### config.mk
export PLATFORM = sky130hd
export DESIGN_NAME = priority_task_scheduler_unit
export DESIGN_NICKNAME = d
export VERILOG_FILES = /design/src/rtl/pts_pkg.sv /design/src/rtl/pts_ram.sv /design/src/rtl/pts_slot_alu.sv /design/src/rtl/priority_task_scheduler_unit.sv
export VERILOG_INCLUDE_DIRS = /design/src /design/src/rtl
export SDC_FILE = /design/constraint.sdc
export NUM_CORES = 1
export LEC_CHECK = 0
export BUFFER_PORTS_ARGS = -buffer_cell sky130_fd_sc_hd__buf_2
export CORE_ASPECT_RATIO = 0.6
export CORE_MARGIN = 2
export CORE_UTILIZATION = 56
export DETAILED_ROUTE_END_ITERATION = 8
export PLACE_DENSITY = 0.76
export SKIP_LAST_GASP = 1
export SYNTH_ARGS = -nofsm -noshare
export SYNTH_HDL_FRONTEND = slang
export SYNTH_HIERARCHICAL = 1
export SYNTH_SLANG_ARGS = --single-unit
### constraint.sdc
create_clock -name clk -period 5.6 [get_ports clk]
set_clock_uncertainty 0.2 [all_clocks]
set_input_delay 1.68 -clock clk [delete_from_list [all_inputs] [get_ports clk]]
set_output_delay 1.68 -clock clk [all_outputs]
set_load 0.01 [all_outputs]
### src/rtl/priority_task_scheduler_unit_macros.svh
// ---------------------------------------------------------------------------
// Assertion macros for the task scheduler
// Shorthand for clocked implications; the including scope supplies clk and
// rst_n.
// ---------------------------------------------------------------------------
`ifndef PRIORITY_TASK_SCHEDULER_UNIT_MACROS_SVH
`define PRIORITY_TASK_SCHEDULER_UNIT_MACROS_SVH

// same-cycle implication
`define PTS_ASSERT_IMP(lbl, ante, cons, msg) \
  lbl: assert property (@(posedge clk) disable iff (!rst_n) (ante) |-> (cons)) \
    else $error(msg);

// next-cycle implication
`define PTS_ASSERT_NXT(lbl, ante, cons, msg) \
  lbl: assert property (@(posedge clk) disable iff (!rst_n) (ante) |=> (cons)) \
    else $error(msg);

`endif

### src/rtl/pts_pkg.sv
// ---------------------------------------------------------------------------
// Task scheduler package
// Request, slot state and status codes, bus widths and shared types.
// ---------------------------------------------------------------------------
package pts_pkg;

  localparam int DEFAULT_NUM_SLOTS = 16;

  localparam int TASK_SLOT_W  = 4;
  localparam int PRIO_W       = 8;
  localparam int SLEEP_W      = 32;
  localparam int TICK_W       = 32;
  localparam int REQ_W        = 3;
  localparam int SLOT_STATE_W = 2;
  localparam int STATUS_W     = 2;
  localparam int IN_TDATA_W   = 48;
  localparam int OUT_TDATA_W  = 48;

  localparam logic [REQ_W-1:0] REQ_CREATE  = 3'd0;
  localparam logic [REQ_W-1:0] REQ_DELETE  = 3'd1;
  localparam logic [REQ_W-1:0] REQ_SUSPEND = 3'd2;
  localparam logic [REQ_W-1:0] REQ_RESUME  = 3'd3;
  localparam logic [REQ_W-1:0] REQ_DELAY   = 3'd4;
  localparam logic [REQ_W-1:0] REQ_TICK    = 3'd5;
  localparam logic [REQ_W-1:0] REQ_START   = 3'd6;

  localparam logic [SLOT_STATE_W-1:0] ST_READY     = 2'd0;
  localparam logic [SLOT_STATE_W-1:0] ST_RUNNING   = 2'd1;
  localparam logic [SLOT_STATE_W-1:0] ST_BLOCKED   = 2'd2;
  localparam logic [SLOT_STATE_W-1:0] ST_SUSPENDED = 2'd3;

  localparam logic [STATUS_W-1:0] STAT_OK       = 2'd0;
  localparam logic [STATUS_W-1:0] STAT_FULL     = 2'd1;
  localparam logic [STATUS_W-1:0] STAT_NOT_USED = 2'd2;

  typedef struct packed {
    logic                    used;
    logic [SLOT_STATE_W-1:0] state;
    logic [PRIO_W-1:0]       prio;
    logic [SLEEP_W-1:0]      sleep;
  } slot_info_t;

  typedef struct packed {
    logic wake_hit;
    logic wake_ready;
    logic better;
  } alu_res_t;

endpackage

### src/rtl/pts_ram.sv
// ---------------------------------------------------------------------------
// Generic RAM
// One write port, one read port, registered read data.
// ---------------------------------------------------------------------------
module pts_ram #(
  parameter int WIDTH = 8,
  parameter int DEPTH = 16,
  localparam int AW   = $clog2(DEPTH)
) (
  input  logic             clk,
  input  logic             we,
  input  logic [AW-1:0]    waddr,
  input  logic [WIDTH-1:0] wdata,
  input  logic [AW-1:0]    raddr,
  output logic [WIDTH-1:0] rdata
);

  logic [WIDTH-1:0] mem [DEPTH];

  always_ff @(posedge clk) begin
    if (we) begin
      mem[waddr] <= wdata;
    end
    rdata <= mem[raddr];
  end

endmodule

### src/rtl/pts_slot_alu.sv
// ---------------------------------------------------------------------------
// Slot evaluation unit
// Shared per-slot arithmetic: delay countdown with wakeup detect, and the
// strict priority compare against the running best.
// ---------------------------------------------------------------------------
module pts_slot_alu import pts_pkg::*; (
  input  slot_info_t         info,
  input  logic [PRIO_W-1:0]  best,
  output alu_res_t           res,
  output logic [SLEEP_W-1:0] sleep_dec
);

  always_comb begin
    sleep_dec      = info.sleep - SLEEP_W'(1);
    res.wake_hit   = info.used && (info.state == ST_BLOCKED) && (info.sleep != '0);
    res.wake_ready = (info.sleep == SLEEP_W'(1));
    res.better     = info.used && (info.state == ST_READY) && (info.prio > best);
  end

endmodule

### src/rtl/priority_task_scheduler_unit.sv
// ---------------------------------------------------------------------------
// Priority task scheduler
// Fixed-priority task table with create, delete, suspend, resume, delay,
// tick and start requests; one result transfer per request. Slot priority,
// state and delay live in three small RAMs; a sequencer walks the slots one
// per cycle through a shared evaluation unit. Delete, suspend, delay and
// unknown requests go from decode to the result; resume first reads the
// slot state. Create and start scan the used bits one slot a cycle, start
// then switching to the first used slot found. A tick walks the table twice
// through the RAM read port, once for wakeups and once for selection. A new
// request is taken while the previous result still waits on the output
// register.
// ---------------------------------------------------------------------------
`include "priority_task_scheduler_unit_macros.svh"

module priority_task_scheduler_unit import pts_pkg::*; #(
  parameter int NUM_SLOTS = DEFAULT_NUM_SLOTS
) (
  input  logic                   clk,
  input  logic                   rst_n,
  input  logic                   in_tvalid,
  output logic                   in_tready,
  // task_slot, task_priority, delay_ticks
  input  logic [IN_TDATA_W-1:0]  in_tdata,
  // req_type
  input  logic [REQ_W-1:0]       in_tuser,
  output logic                   out_tvalid,
  input  logic                   out_tready,
  // status, created_slot, running_valid, running_slot, switched, ticks_elapsed
  output logic [OUT_TDATA_W-1:0] out_tdata
);

  localparam int SLOT_W = $clog2(NUM_SLOTS);
  localparam int EXT_W  = ((SLOT_W > TASK_SLOT_W) ? SLOT_W : TASK_SLOT_W) + 1;
  localparam logic [SLOT_W-1:0] LAST_SLOT = SLOT_W'(NUM_SLOTS - 1);

  localparam logic [3:0] S_IDLE   = 4'd0;
  localparam logic [3:0] S_DECODE = 4'd1;
  localparam logic [3:0] S_SCAN   = 4'd2;
  localparam logic [3:0] S_RESUME = 4'd3;
  localparam logic [3:0] S_WAKE   = 4'd4;
  localparam logic [3:0] S_PICK   = 4'd5;
  localparam logic [3:0] S_SEL    = 4'd6;
  localparam logic [3:0] S_MC0    = 4'd7;
  localparam logic [3:0] S_MC1    = 4'd8;
  localparam logic [3:0] S_MC2    = 4'd9;
  localparam logic [3:0] S_DONE   = 4'd10;

  logic [3:0]             state_r, state_nxt;
  logic [REQ_W-1:0]       req_r;
  logic [TASK_SLOT_W-1:0] tslot_r;
  logic [PRIO_W-1:0]      tprio_r;
  logic [SLEEP_W-1:0]     tdelay_r;

  logic [NUM_SLOTS-1:0]   used_r, used_nxt;
  logic                   have_r, have_nxt;
  logic [SLOT_W-1:0]      cur_r, cur_nxt;
  logic [TICK_W-1:0]      tick_r, tick_nxt;
  logic [SLOT_W-1:0]      idx_r, idx_nxt;
  logic                   issue_r, issue_nxt;
  logic                   ev_vld_r, ev_vld_nxt;
  logic [SLOT_W-1:0]      ev_idx_r, ev_idx_nxt;
  logic [PRIO_W-1:0]      best_r, best_nxt;
  logic [SLOT_W-1:0]      pick_r, pick_nxt;
  logic                   found_r, found_nxt;
  logic                   sw_r, sw_nxt;
  logic [STATUS_W-1:0]    stat_r, stat_nxt;
  logic [SLOT_W-1:0]      created_r, created_nxt;
  logic                   out_valid_r, out_valid_nxt;
  logic [OUT_TDATA_W-1:0] out_data_r, out_data_nxt;

  logic [EXT_W-1:0]        slot_ext;
  logic                    slot_in_range;
  logic [SLOT_W-1:0]       slot_idx;
  logic                    target_ok;
  logic                    in_xfer;

  logic [SLOT_W-1:0]       raddr;
  logic [SLOT_W-1:0]       waddr;
  logic                    prio_we, stat_we, sleep_we;
  logic [SLOT_STATE_W-1:0] stat_wd;
  logic [SLEEP_W-1:0]      sleep_wd;
  logic [PRIO_W-1:0]       prio_rd;
  logic [SLOT_STATE_W-1:0] stat_rd;
  logic [SLEEP_W-1:0]      sleep_rd;

  slot_info_t              ev_info;
  alu_res_t                alu_res;
  logic [SLEEP_W-1:0]      sleep_dec;

  assign in_tready  = (state_r == S_IDLE);
  assign in_xfer    = in_tvalid && in_tready;
  assign out_tvalid = out_valid_r;
  assign out_tdata  = out_data_r;

  assign slot_ext      = EXT_W'(tslot_r);
  assign slot_in_range = (slot_ext < EXT_W'(NUM_SLOTS));
  assign slot_idx      = slot_ext[SLOT_W-1:0];
  assign target_ok     = slot_in_range && used_r[slot_idx];

  assign ev_info.used  = used_r[ev_idx_r];
  assign ev_info.state = stat_rd;
  assign ev_info.prio  = prio_rd;
  assign ev_info.sleep = sleep_rd;

  pts_ram #(.WIDTH(PRIO_W), .DEPTH(NUM_SLOTS)) u_prio_ram (
    .clk   (clk),
    .we    (prio_we),
    .waddr (waddr),
    .wdata (tprio_r),
    .raddr (raddr),
    .rdata (prio_rd)
  );

  pts_ram #(.WIDTH(SLOT_STATE_W), .DEPTH(NUM_SLOTS)) u_state_ram (
    .clk   (clk),
    .we    (stat_we),
    .waddr (waddr),
    .wdata (stat_wd),
    .raddr (raddr),
    .rdata (stat_rd)
  );

  pts_ram #(.WIDTH(SLEEP_W), .DEPTH(NUM_SLOTS)) u_sleep_ram (
    .clk   (clk),
    .we    (sleep_we),
    .waddr (waddr),
    .wdata (sleep_wd),
    .raddr (raddr),
    .rdata (sleep_rd)
  );

  pts_slot_alu u_alu (
    .info      (ev_info),
    .best      (best_r),
    .res       (alu_res),
    .sleep_dec (sleep_dec)
  );

  always_comb begin
    case (state_r)
      S_DECODE: raddr = slot_idx;
      S_MC0:    raddr = cur_r;
      default:  raddr = idx_r;
    endcase
  end

  always_comb begin
    state_nxt     = state_r;
    used_nxt      = used_r;
    have_nxt      = have_r;
    cur_nxt       = cur_r;
    tick_nxt      = tick_r;
    idx_nxt       = idx_r;
    issue_nxt     = issue_r;
    ev_vld_nxt    = 1'b0;
    ev_idx_nxt    = idx_r;
    best_nxt      = best_r;
    pick_nxt      = pick_r;
    found_nxt     = found_r;
    sw_nxt        = sw_r;
    stat_nxt      = stat_r;
    created_nxt   = created_r;
    out_valid_nxt = out_valid_r && !out_tready;
    out_data_nxt  = out_data_r;
    waddr         = cur_r;
    prio_we       = 1'b0;
    stat_we       = 1'b0;
    sleep_we      = 1'b0;
    stat_wd       = ST_READY;
    sleep_wd      = '0;

    case (state_r)
      S_IDLE: begin
        if (in_tvalid) begin
          state_nxt   = S_DECODE;
          stat_nxt    = STAT_OK;
          created_nxt = '0;
          sw_nxt      = 1'b0;
        end
      end

      S_DECODE: begin
        state_nxt = S_DONE;
        idx_nxt   = '0;
        case (req_r)
          REQ_CREATE, REQ_START: begin
            state_nxt = S_SCAN;
          end
          REQ_DELETE: begin
            if (!target_ok) begin
              stat_nxt = STAT_NOT_USED;
            end else begin
              used_nxt[slot_idx] = 1'b0;
              if (have_r && cur_r == slot_idx) begin
                have_nxt = 1'b0;
                cur_nxt  = '0;
              end
            end
          end
          REQ_SUSPEND: begin
            if (!target_ok) begin
              stat_nxt = STAT_NOT_USED;
            end else begin
              waddr   = slot_idx;
              stat_we = 1'b1;
              stat_wd = ST_SUSPENDED;
            end
          end
          REQ_RESUME: begin
            if (!target_ok) begin
              stat_nxt = STAT_NOT_USED;
            end else begin
              state_nxt = S_RESUME;
            end
          end
          REQ_DELAY: begin
            if (have_r && used_r[cur_r]) begin
              waddr    = cur_r;
              sleep_we = 1'b1;
              sleep_wd = tdelay_r;
              stat_we  = 1'b1;
              stat_wd  = ST_BLOCKED;
            end
          end
          REQ_TICK: begin
            tick_nxt  = tick_r + TICK_W'(1);
            issue_nxt = 1'b1;
            state_nxt = S_WAKE;
          end
          default: begin
          end
        endcase
      end

      S_SCAN: begin
        idx_nxt = idx_r + SLOT_W'(1);
        if (req_r == REQ_CREATE) begin
          if (!used_r[idx_r]) begin
            used_nxt[idx_r] = 1'b1;
            waddr       = idx_r;
            prio_we     = 1'b1;
            stat_we     = 1'b1;
            stat_wd     = ST_READY;
            sleep_we    = 1'b1;
            sleep_wd    = '0;
            created_nxt = idx_r;
            state_nxt   = S_DONE;
          end else if (idx_r == LAST_SLOT) begin
            stat_nxt  = STAT_FULL;
            state_nxt = S_DONE;
          end
        end else begin
          if (used_r[idx_r]) begin
            pick_nxt  = idx_r;
            state_nxt = S_MC0;
          end else if (idx_r == LAST_SLOT) begin
            state_nxt = S_DONE;
          end
        end
      end

      S_RESUME: begin
        if (stat_rd == ST_SUSPENDED) begin
          waddr   = slot_idx;
          stat_we = 1'b1;
          stat_wd = ST_READY;
        end
        state_nxt = S_DONE;
      end

      S_WAKE, S_PICK: begin
        ev_vld_nxt = issue_r;
        ev_idx_nxt = idx_r;
        if (issue_r) begin
          if (idx_r == LAST_SLOT) begin
            issue_nxt = 1'b0;
          end else begin
            idx_nxt = idx_r + SLOT_W'(1);
          end
        end
        if (ev_vld_r) begin
          waddr = ev_idx_r;
          if (state_r == S_WAKE) begin
            if (alu_res.wake_hit) begin
              sleep_we = 1'b1;
              sleep_wd = sleep_dec;
              if (alu_res.wake_ready) begin
                stat_we = 1'b1;
                stat_wd = ST_READY;
              end
            end
          end else if (alu_res.better) begin
            best_nxt  = prio_rd;
            pick_nxt  = ev_idx_r;
            found_nxt = 1'b1;
          end
        end
        if (ev_vld_r && !issue_r) begin
          ev_vld_nxt = 1'b0;
          if (state_r == S_WAKE) begin
            state_nxt = S_PICK;
            idx_nxt   = '0;
            issue_nxt = 1'b1;
            best_nxt  = '0;
            found_nxt = 1'b0;
          end else begin
            state_nxt = S_SEL;
          end
        end
      end

      S_SEL: begin
        if (found_r && !(have_r && cur_r == pick_r)) begin
          sw_nxt    = 1'b1;
          state_nxt = S_MC0;
        end else begin
          state_nxt = S_DONE;
        end
      end

      S_MC0: begin
        state_nxt = S_MC1;
      end

      S_MC1: begin
        if (have_r && cur_r != pick_r && used_r[cur_r] && stat_rd == ST_RUNNING) begin
          waddr   = cur_r;
          stat_we = 1'b1;
          stat_wd = ST_READY;
        end
        state_nxt = S_MC2;
      end

      S_MC2: begin
        waddr     = pick_r;
        stat_we   = 1'b1;
        stat_wd   = ST_RUNNING;
        have_nxt  = 1'b1;
        cur_nxt   = pick_r;
        state_nxt = S_DONE;
      end

      S_DONE: begin
        if (!out_valid_r || out_tready) begin
          out_valid_nxt = 1'b1;
          out_data_nxt  = {4'b0, tick_r, sw_r,
                           (have_r ? TASK_SLOT_W'(cur_r) : TASK_SLOT_W'(0)),
                           have_r, TASK_SLOT_W'(created_r), stat_r};
          state_nxt     = S_IDLE;
        end
      end

      default: begin
        state_nxt = S_IDLE;
      end
    endcase
  end

  always_ff @(posedge clk) begin
    if (!rst_n) begin
      state_r     <= S_IDLE;
      used_r      <= '0;
      have_r      <= 1'b0;
      cur_r       <= '0;
      tick_r      <= '0;
      idx_r       <= '0;
      issue_r     <= 1'b0;
      ev_vld_r    <= 1'b0;
      found_r     <= 1'b0;
      sw_r        <= 1'b0;
      out_valid_r <= 1'b0;
    end else begin
      state_r     <= state_nxt;
      used_r      <= used_nxt;
      have_r      <= have_nxt;
      cur_r       <= cur_nxt;
      tick_r      <= tick_nxt;
      idx_r       <= idx_nxt;
      issue_r     <= issue_nxt;
      ev_vld_r    <= ev_vld_nxt;
      found_r     <= found_nxt;
      sw_r        <= sw_nxt;
      out_valid_r <= out_valid_nxt;
    end
  end

  always_ff @(posedge clk) begin
    if (in_xfer) begin
      req_r    <= in_tuser;
      tslot_r  <= in_tdata[TASK_SLOT_W-1:0];
      tprio_r  <= in_tdata[TASK_SLOT_W +: PRIO_W];
      tdelay_r <= in_tdata[TASK_SLOT_W+PRIO_W +: SLEEP_W];
    end
    ev_idx_r   <= ev_idx_nxt;
    best_r     <= best_nxt;
    pick_r     <= pick_nxt;
    stat_r     <= stat_nxt;
    created_r  <= created_nxt;
    out_data_r <= out_data_nxt;
  end

  `PTS_ASSERT_NXT(a_accept_decode, in_xfer, state_r == S_DECODE, "accept did not start decode")
  `PTS_ASSERT_IMP(a_cur_used, have_r, used_r[cur_r], "current task slot not in use")
  `PTS_ASSERT_IMP(a_issue_pass, issue_r, state_r == S_WAKE || state_r == S_PICK, "read issue outside pass")
  `PTS_ASSERT_NXT(a_done_load, state_r == S_DONE && (!out_valid_r || out_tready), out_valid_r && state_r == S_IDLE, "result not loaded")

endmodule
# Word level (Yosys, flattened, before mapping)
# Memories as Yosys holds them, arrays and structs flattened. A register that Yosys moved wholly into a read port is not among the register bits.
# Index checks and enable logic that the tools add are counted.
dict set report totals {
  regBits 179
  latch_bits 0
  mem_bits_rw 672
  romBits 0
  inputBits 55
  out_inout_bits 50
  word_cells 254
  mem_count 3
}
dict set report classes {
  n_addsub 3
  mul 0
  div 0
  n_lt_le_gt_ge 8
  eq_ne 42
  n_shift 0
  muxes 122
  bitwise 5
  n_reduce_logical 49
}
# memory depth width read_ports rd_ports_with_merged_regs write_ports line_no
set memory_table {}
lappend memory_table {u_sleep_ram.mem 16 32 1 1 1 pts_ram.sv:18} ;# logic [WIDTH-1:0] mem [DEPTH];
lappend memory_table {u_prio_ram.mem 16 8 1 1 1 pts_ram.sv:18}
lappend memory_table {u_state_ram.mem 16 2 1 1 1 pts_ram.sv:18}
# operator n
set ops {}
lappend ops {{2-to-1 mux 32 bit} 5}
lappend ops {{2-to-1 mux 4 bit} 30}
lappend ops {{2-to-1 mux 16 bit} 4}
lappend ops {{one-hot mux 32 bit (2 select lines)} 1}
lappend ops {{2-to-1 mux 1 bit} 44}
lappend ops {{2-to-1 mux 8 bit} 5}
lappend ops {{one-hot mux 4 bit (9 select lines)} 1}
lappend ops {{adder 32 x 1 -> 32 bit (second input constant)} 1}
lappend ops {{== test 32 x 1 -> 1 bit (second input constant)} 1}
lappend ops {{inequality test 2 bit (second input constant)} 16}
lappend ops {{one-hot mux 16 bit (2 select lines)} 1}
lappend ops {{one-hot mux 4 bit (2 select lines)} 4}
lappend ops {{nonzero test 32 bit} 1}
lappend ops {{subtractor 32 x 1 -> 32 bit (second input constant)} 1}
lappend ops {{less-than comparator 4 x 5 -> 1 bit (second input constant)} 5}
lappend ops {{one-hot mux 4 bit (3 select lines)} 2}
lappend ops {{one-hot mux 4 bit (5 select lines)} 1}
lappend ops {{2-to-1 mux 2 bit} 9}
lappend ops {{logical AND 1 bit} 17}
lappend ops {{bitwise AND 16 bit} 1}
lappend ops {{binary-select mux 1 bit (select 4 bit)} 4}
lappend ops {{== test 4 x 3 -> 1 bit (second input constant)} 4}
lappend ops {{== test 4 bit (second input constant)} 4}
lappend ops {{inverter 16 bit} 1}
lappend ops {{other kinds (36)} 66}

# Longest topological paths before layout
dict set report depth {
  ltp_word 10
  ltp_mapped 13
  mapped_depth_nobuf 11
}

# Hierarchy
# The synthesis kept the hierarchy.
# mod n_inst cells_per_inst area_each_um2 seq_area_each_um2
set by_module_without_submodules {}
lappend by_module_without_submodules {{pts_ram (u_sleep_ram)} 1 838 19835.3 16015.4}
lappend by_module_without_submodules {priority_task_scheduler_unit 1 761 8469.4 4674.5}
lappend by_module_without_submodules {{pts_ram (u_prio_ram)} 1 229 5147.4 4003.8}
lappend by_module_without_submodules {{pts_ram (u_state_ram)} 1 78 1380.1 1001.0}
lappend by_module_without_submodules {pts_slot_alu 1 122 918.4 0.0}

# Worst setup path after synthesis
# Ideal clock, no wire load.
dict set report synth_timing {
  kind {register to register}
  start {reg idx_r[2], in the netlist ev_idx_nxt[2]}
  end {mem u_sleep_ram/mem[0][0] (netlist bit), enable pin}
  setup_time_ns 0.461
  arrival_time_ns 4.928
  t_required_ns 4.939
  setup_slack_ns 0.011
  stages_incl_launch_ff 12
  n_path_buf 3
  synth_period_minus_slack_ns 5.589
  path_cell_list {dfxtp_1 buf_4 buf_6 mux2i_1 mux4_2 a22oi_1 buf_2 a21boi_0 o21ai_1 a221o_1 or3b_2 nor3_1}
}
dict set report synth_via {
  word_cells_on_any_way 10
  cone_classes {mux: 10}
}
# item line_no
set synth_rtl {}
lappend synth_rtl {{from (decl)} priority_task_scheduler_unit.sv:59} ;# logic [SLOT_W-1:0] idx_r, idx_nxt;
lappend synth_rtl {{from (signal assigned)} priority_task_scheduler_unit.sv:379} ;# idx_r <= idx_nxt;
lappend synth_rtl {{binary-select mux 1 bit (select 4 bit)} priority_task_scheduler_unit.sv:239} ;# if (!used_r[idx_r]) begin
lappend synth_rtl {{2-to-1 mux 1 bit (implied by the code)} priority_task_scheduler_unit.sv:239}
lappend synth_rtl {{2-to-1 mux 4 bit (*)} priority_task_scheduler_unit.sv:239}
lappend synth_rtl {{2-to-1 mux 4 bit (*)} priority_task_scheduler_unit.sv:238} ;# if (req_r == REQ_CREATE) begin
lappend synth_rtl {{one-hot mux 4 bit (5 select lines) (*)} priority_task_scheduler_unit.sv:173} ;# case (state_r)
lappend synth_rtl {{named net waddr[2]} priority_task_scheduler_unit.sv:79} ;# logic [SLOT_W-1:0] waddr;
lappend synth_rtl {{to (decl)} pts_ram.sv:18}
# Mark *: on every way through the listed nets, which the timed path passes. The rest lies on a longest branch. The select of a mux whose other input is x is not followed.

# Worst setup path in the final report
dict set report layout_timing {
  start {reg tslot_r[0], in the netlist slot_idx[0]}
  end {mem u_sleep_ram/mem[11][5] (netlist bit), enable pin}
}
dict set report layout_via {
  elab_chain_len 6
  word_cells_on_any_way 8
  cone_classes {order compare: 1; mux: 6; reduce/logical: 1}
}
# item line_no
set layout_lines {}
lappend layout_lines {{from (decl)} priority_task_scheduler_unit.sv:51} ;# logic [TASK_SLOT_W-1:0] tslot_r;
lappend layout_lines {{from (signal assigned)} priority_task_scheduler_unit.sv:391} ;# tslot_r <= in_tdata[TASK_SLOT_W-1:0];
lappend layout_lines {{binary-select mux 1 bit (select 4 bit)} priority_task_scheduler_unit.sv:99} ;# assign target_ok = slot_in_range && used_r[slot_idx];
lappend layout_lines {{2-to-1 mux 1 bit (implied by the code)} priority_task_scheduler_unit.sv:99}
lappend layout_lines {{logical AND 1 bit (*)} priority_task_scheduler_unit.sv:99}
lappend layout_lines {{2-to-1 mux 4 bit (*)} priority_task_scheduler_unit.sv:202} ;# if (!target_ok) begin
lappend layout_lines {{2-to-1 mux 4 bit (*)} -}
lappend layout_lines {{one-hot mux 4 bit (5 select lines) (*)} priority_task_scheduler_unit.sv:173}
lappend layout_lines {{named net waddr[1]} priority_task_scheduler_unit.sv:79}
# Marked as above.

==> run metrics <==
Root Driver=clkbuf_16; initial antenna violation count=0; ordered cell list for the critical path=mux4_2 > a2bb2oi_1 > a22oi_1 > o41a_1 > nor2_1 > o211ai_1 > nand2_1 > nor2_4 > buf_12; crit path kind=register to register; placed cells=approximately 2900; Total GRT Usage=25.0%; worst r2r dst=u_sleep_ram/mem[11][5]$_DFFE_PP_; Seq cells post-synth=893; Site Rows=71; FF-to-FF setup slack=roughly 1.1 ns; clk sink count=893; ys flop type=edfxtp_1; Avg Cell Area, Syn=between 15 and 20 µm²; worst-skew pair later-pin latency=0.64 ns; yosys warns=6; setup violators final=0; Peak VDD IR=slightly below 0.0005 V; crit path launch type=register; most frequent cells in the layout=edfxtp_1 (781), mux4_2 (163), dfxtp_1 (112); Min Clock Period, post-route=~4.5 ns; mapped cell area=~36000 µm²; failing checks=DRC; Max Clk Rate=about 220 MHz; crit-path leading delay family=compound AO/OA/AOI/OAI gates; hold endpoint=out_tdata[3]$_DFFE_PP_; port bufs=96; Final GP Congestion=0.947; layout cells sized above 1=22.3%; CTS tree=done; TNS Setup=0 ns; routed vias/inst=approximately 6.4; clock-pin slew on the worst setup and hold paths=approximately 0.060 ns; hold path start=created_r[1]$_SDFFCE_PN0P_; Final Hold Fails=0; Die H=200 µm; Worst Hold Class=register to register; RSZ-0062 raised after global routing=no; cells on worst reg2reg path=9; GRT overflow=0; Synth cell types=between 80 and 90; die area=~66000 µm²; core area=around 63000 µm²; PD cells=about 460 nW/µm²; DP HPWL=just under 50000 µm; max-slew violation count=0; area grow syn2layout=12.2%; register area share after synthesis=about 72%; number of global-route vias before repair=approximately 19000; post-CTS setup buffer count=0; DRT iter0 DRCs=~2400; CP max FO=32; nets@finish=between 2000 and 2500; Least-Margin Pin Slew=roughly 1.3 ns; Worst Path Buf+Inv=1; max incr delay on CP=slightly above 0.8 ns; Worst EP arrival=~4.6 ns; CTS Buffer Depth=3; outcome=finished, violations left; Crit-path slowest cell=edfxtp_1; DRC=8; Cells after Synth=just over 2000; Max Cap Viol=0; largest net degree at the start of global routing=45; I/O pin total=roughly 110; fin cells=around 3100; global-route wire length before repair=121000 µm; number of diodes=0; die width=approximately 330 µm; Required @ worst endpoint=around 5.7 ns; most common cell after layout, fill and taps aside=edfxtp_1; DRT Wirelength=approximately 81000 µm; routed len/inst=26.4 µm; via count=about 20000; crit path capture type=register; Hold Path Depth=0; antenna viol nets, final=0; period utilization=between 80% and 90%; Resized cells post-CTS=0; Total Power=between 15 and 20 mW; critical register-to-register path startpoint=slot_idx[0]$_DFFE_PP_; LEAKAGE=12.1 nW; hold buffers post-CTS=0; FFs w/ async S/R, synth=0%; EDFF count, synth=between 700 and 800; Slew headroom=between 10% and 20%; Initial Utilization=~57%; H-tree depth=3; drt pass-1 iters=7; Filler Cell Count=about 4200; clock buffer count from CTS=80
[layer usage]
| layer | vias up | GRT usage (%) | part of all wire, % |
|---|---|---|---|
| met5 | - | 0 | 0 |
| met4 | 0 | 5.75 | 2.0 |
| met3 | 120 | 7.23 | 11 |
| met2 | 1000 | 35.8 | 44 |
| met1 | 10000 | 38.3 | 43 |
| li1 | 8431 | - | - |
[cell type report]
type                       count  area [µm²]  share of cell area [%]
sequential                   893       25700                    64.0
multi-input combinational    992        9520                    23.7
clock buffer                 109        2200                    5.49
timing repair buffer         165        1250                    3.11
tap                          839        1050                    2.62
clock inverter                33         283                   0.705
inverter                      31         116                   0.290
[kinds of logic after synthesis]
| group | after synthesis | share of synthesized area, % |
|---|---|---|
| flip-flops | 893 | 71.9 |
| multiplexers | 213 | 12.5 |
| other | 1 | 0.0105 |
| adder cells (fa/ha/maj) | 16 | 0.560 |
| AND/OR/NAND/NOR | 434 | 6.25 |
| AO/OA/AOI/OAI | 264 | 5.31 |
| buffers and inverters | 146 | 2.01 |
| XOR/XNOR | 61 | 1.49 |
[report_power, final]
part | internal (mW) | leakage, nW | switching (mW)
registers | 7.61 | 7.22 | 0.387
logic | 2.14 | 3.68 | 3.11
clock network | 2.94 | 1.21 | 2.31
[per-stage QoR]
stage / hold WS, ns / instance area [µm²] / setup WS, ns / util, %
finish: 0.210 / 40100 / 1.11 / 63.8
CTS: 0.213 / 40100 / 1.16 / 63.8
detailed placement: 0.209 / 37600 / 1.20 / 59.8
global route: 0.214 / 40100 / 0.916 / 63.8
floorplan: 0.132 / 35800 / 0.0105 / -
global placement: 0.215 / 37600 / 1.23 / 59.8
[Yosys cell counts, drive strengths merged, types with 22 or more instances]
| library cell | number | area share (%) |
|---|---|---|
| edfxtp | 781 | 66 |
| mux4 | 181 | 12 |
| nor2 | 120 | 1.3 |
| dfxtp | 112 | 6.3 |
| nand2 | 108 | 1.2 |
| a22oi | 88 | 1.8 |
| buf | 59 | 1.0 |
| clkbuf | 53 | 0.56 |
| nor3 | 41 | 0.66 |
| xor2 | 39 | 0.96 |
| nand3 | 34 | 0.50 |
| o21ai | 34 | 0.48 |
| a22o | 33 | 0.81 |
| a21oi | 31 | 0.43 |
| mux2i | 29 | 0.81 |
| inv | 28 | 0.29 |
| xnor2 | 22 | 0.54 |
[worst max path at each step]
stage                                       start                               end  slack (ns)  cells after the start
finish                      slot_idx[0]$_DFFE_PP_  u_sleep_ram/mem[11][5]$_DFFE_PP_        1.11                      9
global route                slot_idx[0]$_DFFE_PP_  u_sleep_ram/mem[11][5]$_DFFE_PP_        0.92                      9
CTS                 u_sleep_ram/rdata[25]$_DFF_P_  u_sleep_ram/mem[4][18]$_DFFE_PP_        1.16                     10
detailed placement  u_sleep_ram/rdata[25]$_DFF_P_  u_sleep_ram/mem[4][29]$_DFFE_PP_        1.20                     10
global placement          state_r[2]$_SDFFE_PN0P_  u_sleep_ram/mem[0][19]$_DFFE_PP_        1.23                      6
floorplan              ev_idx_nxt[2]$_SDFFE_PN0P_   u_sleep_ram/mem[0][0]$_DFFE_PP_        0.01                     11
[registers in the layout, summed over array words and instances, names as in the netlist, 3 cells and up]
name	cells
best_r	8
ev_idx_nxt	4
slot_idx	4
u_prio_ram/rdata	8
ev_idx_r	4
out_tdata	44
u_sleep_ram/rdata	32
cur_r	4
u_state_ram/mem	32
tprio_r	8
used_r	16
tick_r	32
tdelay_r	32
pick_r	4
created_r	4
state_r	4
u_sleep_ram/mem	512
req_r	3
u_prio_ram/mem	128
(Power assumes the default switching activity.)
